[src/hw/rtl/bbpt_pkg.sv]
// shared types and constants of the beat and bar position tracker
// no dependencies
package bbpt_pkg;

  localparam int unsigned MarkerDepthDef = 16;
  localparam int unsigned CfgIdxW = 3;
  localparam int unsigned CfgDataW = 32;

  // register indexes
  localparam logic [CfgIdxW-1:0] RegHasTrack = 3'd0;
  localparam logic [CfgIdxW-1:0] RegOffset   = 3'd1;
  localparam logic [CfgIdxW-1:0] RegPeriod   = 3'd2;
  localparam logic [CfgIdxW-1:0] RegBpb      = 3'd3;
  localparam logic [CfgIdxW-1:0] RegNearWin  = 3'd4;
  localparam logic [CfgIdxW-1:0] RegEnables  = 3'd5;
  localparam logic [CfgIdxW-1:0] RegMarkCnt  = 3'd6;

  // input ops
  localparam logic [1:0] OpTime    = 2'd0;
  localparam logic [1:0] OpMarker  = 2'd1;
  localparam logic [1:0] OpRestart = 2'd2;
  localparam logic [1:0] OpNop     = 2'd3;

  // result kinds
  localparam logic [1:0] KindPos    = 2'd0;
  localparam logic [1:0] KindMarker = 2'd1;
  localparam logic [1:0] KindIdle   = 2'd2;
  localparam logic [1:0] KindPreRoll = 2'd3;

  // divider request and status
  typedef struct packed {
    logic        start;
    logic [31:0] dividend;
    logic [31:0] divisor;
  } div_req_t;

  typedef struct packed {
    logic        done;
    logic [31:0] quot;
    logic [31:0] rem;
  } div_rsp_t;

endpackage

[src/hw/rtl/bbpt_div.sv]
// shared restoring divider, one quotient bit per cycle
// depends on bbpt_pkg
module bbpt_div import bbpt_pkg::*; (
  input  logic     clk_i,
  input  logic     rst_ni,
  input  div_req_t req_i,
  output div_rsp_t rsp_o
);

  logic [31:0] quot_q, quot_d, dsr_q, dsr_d;
  logic [32:0] rem_q, rem_d, trial;
  logic [5:0]  cnt_q, cnt_d;
  logic        busy_q, busy_d, done_q, done_d;

  assign trial = {rem_q[31:0], quot_q[31]} - {1'b0, dsr_q};

  // shift and subtract step
  always_comb begin
    quot_d = quot_q;
    rem_d  = rem_q;
    dsr_d  = dsr_q;
    cnt_d  = cnt_q;
    busy_d = busy_q;
    done_d = 1'b0;
    if (req_i.start) begin
      quot_d = req_i.dividend;
      dsr_d  = req_i.divisor;
      rem_d  = '0;
      cnt_d  = 6'd32;
      busy_d = 1'b1;
    end else if (busy_q) begin
      if (!trial[32]) begin
        rem_d  = trial;
        quot_d = {quot_q[30:0], 1'b1};
      end else begin
        rem_d  = {rem_q[31:0], quot_q[31]};
        quot_d = {quot_q[30:0], 1'b0};
      end
      cnt_d = cnt_q - 6'd1;
      if (cnt_q == 6'd1) begin
        busy_d = 1'b0;
        done_d = 1'b1;
      end
    end
  end

  always_ff @(posedge clk_i or negedge rst_ni) begin
    if (!rst_ni) begin
      busy_q <= 1'b0;
      done_q <= 1'b0;
      cnt_q  <= '0;
    end else begin
      busy_q <= busy_d;
      done_q <= done_d;
      cnt_q  <= cnt_d;
    end
  end

  always_ff @(posedge clk_i) begin
    quot_q <= quot_d;
    rem_q  <= rem_d;
    dsr_q  <= dsr_d;
  end

  assign rsp_o.done = done_q;
  assign rsp_o.quot = quot_q;
  assign rsp_o.rem  = rem_q[31:0];

endmodule

[src/hw/rtl/beat_bar_position_tracker_unit.sv]
// beat and bar position tracker: a time update at or past the offset with a
// track runs two passes of the shared divider (beat period, then beats per bar),
// a multiply step and a position result, then one result per marker that fires; other words finish in idle.
// one word in flight at a time, next word taken once the last result leaves.
// async active-low reset restores register defaults and clears tracking;
// the marker table is not cleared.
module beat_bar_position_tracker_unit import bbpt_pkg::*; #(
  parameter int unsigned MarkerDepth = MarkerDepthDef
) (
  input  logic                clk_i,
  input  logic                rst_ni,
  input  logic                cfg_we_i,
  input  logic [CfgIdxW-1:0]  cfg_idx_i,
  input  logic [CfgDataW-1:0] cfg_data_i,
  input  logic                in_valid_i,
  output logic                in_ready_o,
  input  logic [1:0]          op_i,
  input  logic [31:0]         time_us_i,
  input  logic [3:0]          marker_slot_i,
  input  logic [31:0]         marker_time_us_i,
  output logic                out_valid_o,
  input  logic                out_ready_i,
  output logic [1:0]          kind_o,
  output logic [31:0]         bar_number_o,
  output logic [3:0]          beat_in_bar_o,
  output logic [31:0]         time_into_beat_us_o,
  output logic                beat_event_o,
  output logic                bar_event_o,
  output logic                near_beat_o,
  output logic [31:0]         to_next_beat_us_o,
  output logic [31:0]         to_next_bar_us_o,
  output logic [3:0]          marker_fired_o,
  output logic                last_o
);

  localparam int unsigned MIdxW = (MarkerDepth > 1) ? $clog2(MarkerDepth) : 1;
  localparam int unsigned MCntW = $clog2(MarkerDepth + 1);

  typedef enum logic [5:0] {
    StIdle  = 6'b000001,
    StDiv1  = 6'b000010,
    StDiv2  = 6'b000100,
    StMul   = 6'b001000,
    StPos   = 6'b010000,
    StMark  = 6'b100000
  } state_e;

  state_e state_q, state_d;

  // configuration registers
  logic        has_track_q;
  logic [31:0] offset_q, period_q;
  logic [4:0]  bpb_q, mcount_q;
  logic [19:0] near_q;
  logic [2:0]  en_q;

  always_ff @(posedge clk_i or negedge rst_ni) begin
    if (!rst_ni) begin
      has_track_q <= 1'b0;
      offset_q    <= '0;
      period_q    <= 32'd500000;
      bpb_q       <= 5'd4;
      near_q      <= '0;
      en_q        <= 3'd7;
      mcount_q    <= '0;
    end else if (cfg_we_i) begin
      unique case (cfg_idx_i)
        RegHasTrack: has_track_q <= cfg_data_i[0];
        RegOffset:   offset_q    <= cfg_data_i;
        RegPeriod:   period_q    <= cfg_data_i;
        RegBpb:      bpb_q       <= cfg_data_i[4:0];
        RegNearWin:  near_q      <= cfg_data_i[19:0];
        RegEnables:  en_q        <= cfg_data_i[2:0];
        RegMarkCnt:  mcount_q    <= cfg_data_i[4:0];
        default: ;
      endcase
    end
  end

  // clamped period and beats per bar
  logic [31:0] period;
  logic [4:0]  bpb;
  assign period = (period_q == '0) ? 32'd1 : period_q;
  always_comb begin
    bpb = bpb_q;
    if (bpb_q == 5'd0) bpb = 5'd1;
    else if (bpb_q > 5'd16) bpb = 5'd16;
  end

  logic [MCntW-1:0] limit;
  assign limit = ({{(MCntW > 5 ? MCntW-5 : 1){1'b0}}, mcount_q} > MarkerDepth)
                 ? MCntW'(MarkerDepth) : MCntW'(mcount_q);

  // marker table
  logic [31:0] mtab [MarkerDepth];
  logic [31:0] mrd_q;
  logic [MCntW-1:0] next_q, next_d;
  logic [8:0]  slot_ext;

  logic in_acc;
  assign in_acc = in_valid_i && in_ready_o;
  assign slot_ext = {5'd0, marker_slot_i};

  always_ff @(posedge clk_i) begin
    if (in_acc && op_i == OpMarker && slot_ext < 9'(MarkerDepth))
      mtab[slot_ext[MIdxW-1:0]] <= marker_time_us_i;
    mrd_q <= mtab[next_d[MIdxW-1:0]];
  end

  // divider
  div_req_t dreq;
  div_rsp_t drsp;
  bbpt_div u_div (.clk_i, .rst_ni, .req_i(dreq), .rsp_o(drsp));

  // tracking state and working registers
  logic [31:0] rbar_q, rbar_d, ebar_q, ebar_d;
  logic [3:0]  rbeat_q, rbeat_d;
  logic        rval_q, rval_d, eval_q, eval_d;
  logic [31:0] t_q, t_d, into_q, into_d, tobar_q, tobar_d;
  logic [36:0] prod_q, prod_d;

  // output register
  logic        ov_q, ov_d;
  logic [1:0]  kind_q, kind_d;
  logic [31:0] bar_q, bar_d, oint_q, oint_d, onb_q, onb_d, onr_q, onr_d;
  logic [3:0]  beat_q, beat_d, mf_q, mf_d;
  logic        bev_q, bev_d, brv_q, brv_d, near_q2, near_d, last_q, last_d;

  logic out_free;
  assign out_free = !ov_q || out_ready_i;
  assign in_ready_o = (state_q == StIdle) && out_free;

  logic [31:0] to_beat;
  logic [36:0] pre_bar;
  logic        mfire;
  assign to_beat = period - into_q;
  assign pre_bar = 37'(period) * 37'(bpb);
  // marker at next_q fires; mrd_q holds entry next_q
  assign mfire = en_q[2] && (next_q < limit) && (mrd_q <= t_q);

  always_comb begin
    state_d = state_q;
    next_d = next_q;
    rbar_d = rbar_q; rbeat_d = rbeat_q; rval_d = rval_q;
    ebar_d = ebar_q; eval_d = eval_q;
    t_d = t_q; into_d = into_q; tobar_d = tobar_q; prod_d = prod_q;
    dreq = '0;
    ov_d = ov_q && !out_ready_i;
    kind_d = kind_q; bar_d = bar_q; beat_d = beat_q; oint_d = oint_q;
    bev_d = bev_q; brv_d = brv_q; near_d = near_q2; onb_d = onb_q;
    onr_d = onr_q; mf_d = mf_q; last_d = last_q;
    unique case (state_q)
      StIdle: begin
        if (in_acc) begin
          if (op_i == OpRestart) begin
            rbar_d = '0; rbeat_d = '0; rval_d = 1'b0;
            ebar_d = '0; eval_d = 1'b0; next_d = '0;
          end else if (op_i == OpTime) begin
            t_d = time_us_i;
            ov_d = 1'b1;
            {bar_d, beat_d, oint_d, bev_d, brv_d, near_d, onb_d, onr_d, mf_d} = '0;
            last_d = 1'b1;
            if (!has_track_q) begin
              kind_d = KindIdle;
            end else if (time_us_i < offset_q) begin
              kind_d = KindPreRoll;
              near_d = near_q != '0;
              onb_d = period;
              onr_d = (pre_bar[36:32] != '0) ? '1 : pre_bar[31:0];
            end else begin
              ov_d = 1'b0;
              dreq.start = 1'b1;
              dreq.dividend = time_us_i - offset_q;
              dreq.divisor = period;
              state_d = StDiv1;
            end
          end
        end
      end
      StDiv1: begin
        if (drsp.done) begin
          into_d = drsp.rem;
          dreq.start = 1'b1;
          dreq.dividend = drsp.quot;
          dreq.divisor = {27'd0, bpb};
          state_d = StDiv2;
        end
      end
      StDiv2: begin
        if (drsp.done) begin
          bar_d = drsp.quot;
          beat_d = drsp.rem[3:0];
          prod_d = 37'(5'(bpb - drsp.rem[4:0] - 5'd1)) * 37'(period);
          state_d = StMul;
        end
      end
      StMul: begin
        tobar_d = (prod_q + 37'(to_beat) > 37'h0FFFFFFFF) ? '1
                  : 32'(prod_q + 37'(to_beat));
        state_d = StPos;
      end
      StPos: begin
        if (out_free) begin
          ov_d = 1'b1;
          kind_d = KindPos;
          oint_d = into_q;
          onb_d = to_beat;
          onr_d = tobar_q;
          mf_d = '0;
          near_d = (into_q < 32'(near_q)) || (to_beat < 32'(near_q));
          bev_d = 1'b0; brv_d = 1'b0;
          if (en_q[0] && (!rval_q || bar_q != rbar_q || beat_q != rbeat_q)) begin
            bev_d = 1'b1; rbar_d = bar_q; rbeat_d = beat_q; rval_d = 1'b1;
          end
          if (en_q[1] && beat_q == '0 && (!eval_q || bar_q != ebar_q)) begin
            brv_d = 1'b1; ebar_d = bar_q; eval_d = 1'b1;
          end
          // look ahead one marker so that last lands on the final word
          last_d = !mfire;
          state_d = StIdle;
          if (mfire) begin
            next_d = next_q + MCntW'(1);
            state_d = StMark;
          end
        end
      end
      StMark: begin
        // marker next_q - 1 is due; mrd_q holds entry next_q
        if (out_free) begin
          ov_d = 1'b1;
          kind_d = KindMarker;
          {bar_d, beat_d, oint_d, bev_d, brv_d, near_d, onb_d, onr_d} = '0;
          mf_d = 4'(next_q - MCntW'(1));
          last_d = !mfire;
          state_d = StIdle;
          if (mfire) begin
            next_d = next_q + MCntW'(1);
            state_d = StMark;
          end
        end
      end
      default: state_d = StIdle;
    endcase
  end

  always_ff @(posedge clk_i or negedge rst_ni) begin
    if (!rst_ni) begin
      state_q <= StIdle;
      next_q <= '0;
      rbar_q <= '0; rbeat_q <= '0; rval_q <= 1'b0;
      ebar_q <= '0; eval_q <= 1'b0;
      ov_q <= 1'b0;
    end else begin
      state_q <= state_d;
      next_q <= next_d;
      rbar_q <= rbar_d; rbeat_q <= rbeat_d; rval_q <= rval_d;
      ebar_q <= ebar_d; eval_q <= eval_d;
      ov_q <= ov_d;
    end
  end

  always_ff @(posedge clk_i) begin
    t_q <= t_d; into_q <= into_d; tobar_q <= tobar_d; prod_q <= prod_d;
    kind_q <= kind_d; bar_q <= bar_d; beat_q <= beat_d; oint_q <= oint_d;
    bev_q <= bev_d; brv_q <= brv_d; near_q2 <= near_d; onb_q <= onb_d;
    onr_q <= onr_d; mf_q <= mf_d; last_q <= last_d;
  end

  assign out_valid_o = ov_q;
  assign kind_o = kind_q;
  assign bar_number_o = bar_q;
  assign beat_in_bar_o = beat_q;
  assign time_into_beat_us_o = oint_q;
  assign beat_event_o = bev_q;
  assign bar_event_o = brv_q;
  assign near_beat_o = near_q2;
  assign to_next_beat_us_o = onb_q;
  assign to_next_bar_us_o = onr_q;
  assign marker_fired_o = mf_q;
  assign last_o = last_q;

`ifndef NO_ASSERTIONS
  a_ready_idle: assert property (@(posedge clk_i) disable iff (!rst_ni)
    in_ready_o |-> state_q == StIdle) else $error("ready outside idle");
  a_marker_bound: assert property (@(posedge clk_i) disable iff (!rst_ni)
    next_q <= MCntW'(MarkerDepth)) else $error("marker index past depth");
  a_ev_pos: assert property (@(posedge clk_i) disable iff (!rst_ni)
    out_valid_o && (beat_event_o || bar_event_o) |-> kind_o == KindPos)
    else $error("event on non-position word");
`endif

endmodule

[config.mk]
export PLATFORM = sky130hd
export DESIGN_NAME = beat_bar_position_tracker_unit
export DESIGN_NICKNAME = d
export VERILOG_FILES = /design/src/hw/rtl/bbpt_pkg.sv /design/src/hw/rtl/bbpt_div.sv /design/src/hw/rtl/beat_bar_position_tracker_unit.sv
export SDC_FILE = /design/constraint.sdc
export NUM_CORES = 2
export LEC_CHECK = 0
export BUFFER_PORTS_ARGS = -buffer_cell sky130_fd_sc_hd__clkbuf_2
export CAP_MARGIN = 10
export CORE_MARGIN = 5
export CORE_UTILIZATION = 50
export CTS_CLUSTER_DIAMETER = 60
export DETAILED_ROUTE_END_ITERATION = 8
export HOLD_SLACK_MARGIN = 0.08
export PLACE_DENSITY_LB_ADDON = 0.15
export RECOVER_POWER = 50
export SLEW_MARGIN = 20
export SYNTH_ARGS = -nofsm -noshare
export SYNTH_HDL_FRONTEND = slang
export SYNTH_SLANG_ARGS = --single-unit
[constraint.sdc]
create_clock -name clk_i -period 7.1 [get_ports clk_i]
set_input_delay 1.065 -clock clk_i [delete_from_list [all_inputs] [get_ports clk_i]]
set_output_delay 1.065 -clock clk_i [all_outputs]
set_load 0.05 [all_outputs]
### After elaboration in Yosys (flattened, before gate mapping)

Memory sizes are Yosys's and may differ from the RTL's. A register that Yosys moved wholly into a read port is not among the register bits.
Index checks and enable logic that the tools add are counted.
W data, S select, Z words.

| word-level totals | value |
|---|---|
| word-level logic and storage cells | 274 |
| RAM bits | 512 |
| memories kept | 1 |
| output and inout bits | 144 |
| bits in registers | 559 |
| bits of input ports | 110 |

Memories:

| name | depth | bits a word | rd ports | clocked after memory_dff | write ports | line | text |
|---|---|---|---|---|---|---|---|
| mtab | 16 | 32 | 1 | 1 | 1 | beat_bar_position_tracker_unit.sv:95 | `logic [31:0] mtab [MarkerDepth];` |

| operators by class | value |
|---|---|
| multiplexer cells | 129 |
| $add $sub $neg | 9 |
| multiply operators | 2 |
| reduce and logical (&&, ||, !) cells | 52 |
| eq/ne operators | 34 |
| magnitude comparators | 9 |
| bitwise gates (word level) | 1 |

Operator list:

| cell | number |
|---|---|
| $mux W32 | 29 |
| $mux W65 | 6 |
| $pmux W32 S3 | 4 |
| $pmux W65 S2 | 1 |
| $pmux W32 S2 | 2 |
| $mux W6 | 11 |
| $lt A32 B20 Y1 | 2 |
| $ne A32 B32 Y1 | 2 |
| $sub A32 B32 Y32 | 2 |
| $mux W4 | 10 |
| $mux W1 | 39 |
| $add A37 B32 Y37 | 1 |
| $gt A37 B32 Y1 const B | 1 |
| $mul A32 B5 Y37 | 1 |
| $mul A5 B32 Y37 | 1 |
| $mux W5 | 7 |
| $sub A33 B32 Y33 | 1 |
| $le A32 B32 Y1 | 1 |
| $logic_not A32 Y1 | 1 |
| $lt A32 B32 Y1 | 1 |
| $pmux W6 S5 | 1 |
| $pmux W4 S3 | 2 |
| $reduce_and A2 Y1 | 10 |
| $reduce_and A5 Y1 | 4 |
| 47 further kinds | 96 |

### Depth between registers and ports, before layout

| depth | value |
|---|---|
| depth after elaboration | 12 |
| depth in mapped cells | 31 |
| depth with buffers taken out | 28 |

### Modules after synthesis

From an unflattened synthesis, not the netlist that was laid out.

| unflattened totals | value |
|---|---|
| cells, all modules | 5190 |
| area, all modules | 61778.0 sq um |

Modules (own cells, without submodules):

| module | instances | area an instance (sq um) | sequential area each (sq um) | cells an instance |
|---|---|---|---|---|
| beat_bar_position_tracker_unit | 1 | 55707.2 | 28792.6 | 4605 |
| bbpt_div | 1 | 6070.8 | 2762.6 | 585 |

### Worst setup path before layout

OpenSTA, ideal clock, no wires.

| timing path | value |
|---|---|
| path kind | reg-to-reg |
| start | register bpb_q[1] |
| end | register prod_q[35] (data pin) |
| setup time | 0.258 ns |
| cell stages (with the launch flop) | 30 |
| clock period less this slack | 7.009 ns |
| setup slack | 0.091 ns |
| buffers on the path | 2 |
| required time | 6.842 ns |
| arrival time | 6.751 ns |
| cells stage by stage | dfrtp_1 -> nor3_1 -> nor2_1 -> nor2_1 -> clkbuf_1 -> ha_1 -> inv_1 -> fa_1 -> inv_1 -> a21o_1 -> a21oi_1 -> xnor2_1 -> clkbuf_1 -> o21ai_0 -> fa_1 -> fa_1 -> fa_1 -> inv_1 -> ha_1 -> o21ai_0 -> o21bai_1 -> nor4_1 -> o41ai_1 -> a31oi_1 -> or3_1 -> and3_1 -> o41ai_1 -> a21bo_2 -> a21oi_1 -> xnor2_1 |

| between the ends | value |
|---|---|
| cells in the longest elaborated chain, start to end | 6 |
| elaborated cells between the ends (all ways) | 7 |
| classes of those cells | add/sub (2); mul (1); order compare (1); mux (2); reduce/logical (1) |

RTL lines:

| what | line | text |
|---|---|---|
| start: declaration | beat_bar_position_tracker_unit.sv:53 | `logic [4:0] bpb_q, mcount_q;` |
| start signal: assignment | beat_bar_position_tracker_unit.sv:71 | `RegBpb: bpb_q <= cfg_data_i[4:0];` |
| $gt A5 B5 Y1 | beat_bar_position_tracker_unit.sv:87 | `else if (bpb_q > 5'd16) bpb = 5'd16;` |
| $mux W5 | beat_bar_position_tracker_unit.sv:87 |  |
| $mux W5 * | beat_bar_position_tracker_unit.sv:86 | `if (bpb_q == 5'd0) bpb = 5'd1;` |
| $sub A5 B5 Y5 * | beat_bar_position_tracker_unit.sv:193 | `prod_d = 37'(5'(bpb - drsp.rem[4:0] - 5'd1)) * 37'(period);` |
| $sub A5 B1 Y5 * | beat_bar_position_tracker_unit.sv:193 |  |
| $mul A5 B32 Y37 * | beat_bar_position_tracker_unit.sv:193 |  |
| end signal: assignment | beat_bar_position_tracker_unit.sv:263 | `t_q <= t_d; into_q <= into_d; tobar_q <= tobar_d; prod_q <= prod_d;` |
| end: declaration | beat_bar_position_tracker_unit.sv:120 | `logic [36:0] prod_q, prod_d;` |

Mark *: on every way between the ends. The rest lies on a longest branch, timed or not.
A chain may end at the register's enable or synchronous reset.

### Worst setup path in the final report

Ends and elaborated chain as after synthesis.

==> metrics.txt <==
clk buf depth=3; Die Footprint=128300 um^2; RSZ-0062 raised after global routing=no; postcts setup bufs=0; commonest non-fill, non-tap cell in the layout=edfxtp_1; fin crit period=6.730 ns; final setup fails=0; Post-Route WL=163800 um; Layout Area Growth over Synthesis=11.69%; sw power=12.25 mW; Tot GR Track Use=25.31%; Largest stage delay, worst path=0.54 ns; hold path endpoint=into_q[28]$_DFFE_PP_; Switching Fraction=40.18%; Final Wtd Congestion=0.8994; Cell Count, Final, Fillers Out=7377; fmax=148.6 MHz; initial antenna violation count=18; worst r2r src=bpb_q[1]$_DFFE_PN0P_; syn nets=6037; setup TNS=0 ns; I/O Buffers=253; DRC viols=0; Detail Route Antenna Nets=0; CP max stage cell=fa_1; die width=358.2 um; Hold-fix buffers, CTS=0; status=finished, violations left; Setup Skew=0.08273 ns; CTS resizes=0; WL/cell=22.20 um; post-synth cell types=85; number of global-route vias before repair=41040; vias after detailed routing=42060; crit path launch type=register; main flop type after synthesis=edfxtp_1; Max-Cap Viols=9; Num CTS Buffers=118; period utilization=94.79%; Hold Crit Depth=0; clk_lat worst skew=0.76 ns; Synth async-reset ratio=17.04%; first-pass GRT wire length=248200 um; cell taking the most area after synthesis=edfxtp_1; Yosys Warn Count=0; Seq cells post-synth=1103; core footprint=120100 um^2; max reg flops=512; critical path required time=7.56 ns; Die Ht=358.2 um; clock-pin slew on the worst setup and hold paths=0.06 ns; H-tree levels=3; # IOs=254; row cnt=127; CP most frequent cell=fa_1; slew of the pin with the lowest slew margin=4.038 ns; EDFF count, synth=851; Mapped Cells=5442; iteration count of the initial detailed-routing pass=5; crit path DAT=7.19 ns; Initial Utilization=50.46%; sequential power share=27.8%; final hold violation count=0; fin nets=6247; layout cells sized above 1=9.105%; Root Driver=clkbuf_16; TritonCTS clock tree=built; HP Class=register to register; Internal=18.23 mW; ranking of synthesized cells by area=edfxtp_1 42%, dfrtp_1 7.3%, ha_1 6.2%; hold wc startpoint=u_div.rem_q[28]$_SDFFE_PP0P_; Slew Limit Fails=427; top-area cell type share of the netlist area=42.16%; placed cells=7143; clock power share=20.0%; static leakage=27.95 nW; Peak supply drop=483.7 uV; r2r setup slk=0.37 ns; r2r endpoint=prod_q[35]$_DFFE_PP_; detailed router's first-iteration violation count=3521; crit-path max FO=28; # fillers=10480; pin count of the biggest net entering global routing=106; Synth Cell Area=60620 um^2; post-detail-place hpwl=115100 um; WHS=0.4757 ns; R2R depth=25; vias per std cell=5.701; WS Path Type=register to register; Comb power frac=52.2%; violated checks=max-capacitance violations, max-slew violations; Avg Cell Area, Syn=11.14 um^2; commonest cells after routing, fill and taps aside=851 x edfxtp_1, 823 x nand2_1, 388 x inv_1, 300 x ha_1, 288 x o21ai_0; Seq/Total Area, Yosys=52.06%; Pwr per Cell Area=450.2 nW/um^2; GR Overflow Total=0; Rel. slew slack=-169.2%; critical path capture point type=register; Clock Sinks=1103; Final WS setup=0.3701 ns; Place WS=0.2743 ns
==> worst max-delay path, delay by kind of cell (launching register included) <==
kind | cells | cell delay (ns)
adder cells (fa/ha/maj) | 6 | 2.56
AND/OR/NAND/NOR | 8 | 1.45
AO/OA/AOI/OAI | 6 | 1.10
buffers and inverters | 3 | 0.50
XOR/XNOR | 2 | 0.44
flip-flops | 1 | 0.39
==> synthesized netlist by cell type, drive strengths merged (12+ instances only) <==
master / number
a211oi: 27
o21ai: 294
a22o: 33
a31oi: 83
o32ai: 33
a21oi: 207
a221o: 64
buf: 43
xnor2: 175
nor2b: 55
mux2: 83
xor2: 73
o21bai: 39
and2: 216
nand3: 78
inv: 390
nand4: 43
dfrtp: 176
nand2b: 39
nor3: 54
clkbuf: 239
fa: 185
or3: 18
a21o: 93
ha: 300
nor4: 43
nor2: 176
o21a: 29
dfstp: 12
dfxtp: 64
mux2i: 92
edfxtp: 851
nand2: 824
and3: 149
==> logic make-up (layout without fill, tap and decap cells) <==
group | Yosys count | in the layout | share of synthesized area [%]
other | 0 | 10 | 0
AND/OR/NAND/NOR | 1744 | 1744 | 13.75
AO/OA/AOI/OAI | 1014 | 1014 | 10.96
XOR/XNOR | 248 | 248 | 3.583
adder cells (fa/ha/maj) | 485 | 485 | 12.30
flip-flops | 1103 | 1103 | 52.06
buffers and inverters | 673 | 986 | 4.281
multiplexers | 175 | 175 | 3.061
==> how the worst max path moves through the flow <==
stage	start	end	slack, ns	cells after the start
2_1_floorplan	bpb_q[1]$_DFFE_PN0P_	prod_q[35]$_DFFE_PP_	0.09	29
3_3_place_gp	bpb_q[1]$_DFFE_PN0P_	prod_q[35]$_DFFE_PP_	0.38	26
3_5_place_dp	bpb_q[1]$_DFFE_PN0P_	prod_q[35]$_DFFE_PP_	0.27	26
4_1_cts	period_q[28]$_DFFE_PN0P_	to_next_bar_us_o[2]$_DFFE_PP_	0.18	21
5_1_grt	bpb_q[1]$_DFFE_PN0P_	prod_q[36]$_DFFE_PP_	0.03	27
6_report	bpb_q[1]$_DFFE_PN0P_	prod_q[35]$_DFFE_PP_	0.37	25
==> per-layer routing <==
layer	global-route usage [%]	routed length (um)	up-vias
li1	-	-	19730
met1	36.81	73080	20790
met2	39.96	74620	1330
met3	4.114	11920	212
met4	6.534	4136	6
met5	0	39	-
==> per-stage QoR <==
step / instance area, um^2 / util (%) / power, mW
after floorplan: 60620 / - / 20.55
after global placement: 63990 / 53.26 / 23.86
after detailed placement: 63990 / 53.26 / 24.15
after CTS: 67890 / 56.51 / 30.35
after global routing: 67690 / 56.34 / 32.92
final: 67700 / 56.36 / 30.48
==> final cells by class <==
class	count	area, um^2	share of cell area [%]
flip-flops and latches	1103	31560	46.61
multi-input cells	3666	26750	39.51
repair buffers	372	1981	2.925
clock inverters	53	610.6	0.9019
diodes	10	25.02	0.03696
clock buffers	170	3289	4.859
well taps	1612	2017	2.979
inverters	391	1473	2.175
==> power by group through the flow <==
stage / sequential (mW) / clock (mW) / combinational, mW
global route: 8.51 / 6.49 / 17.9
floorplan: 8.74 / 0 / 11.8
global placement: 8.57 / 0 / 15.3
finish: 8.46 / 6.11 / 15.9
detailed placement: 8.59 / 0 / 15.6
CTS: 8.46 / 6.22 / 15.7
Power figures use the tool's default switching activity.
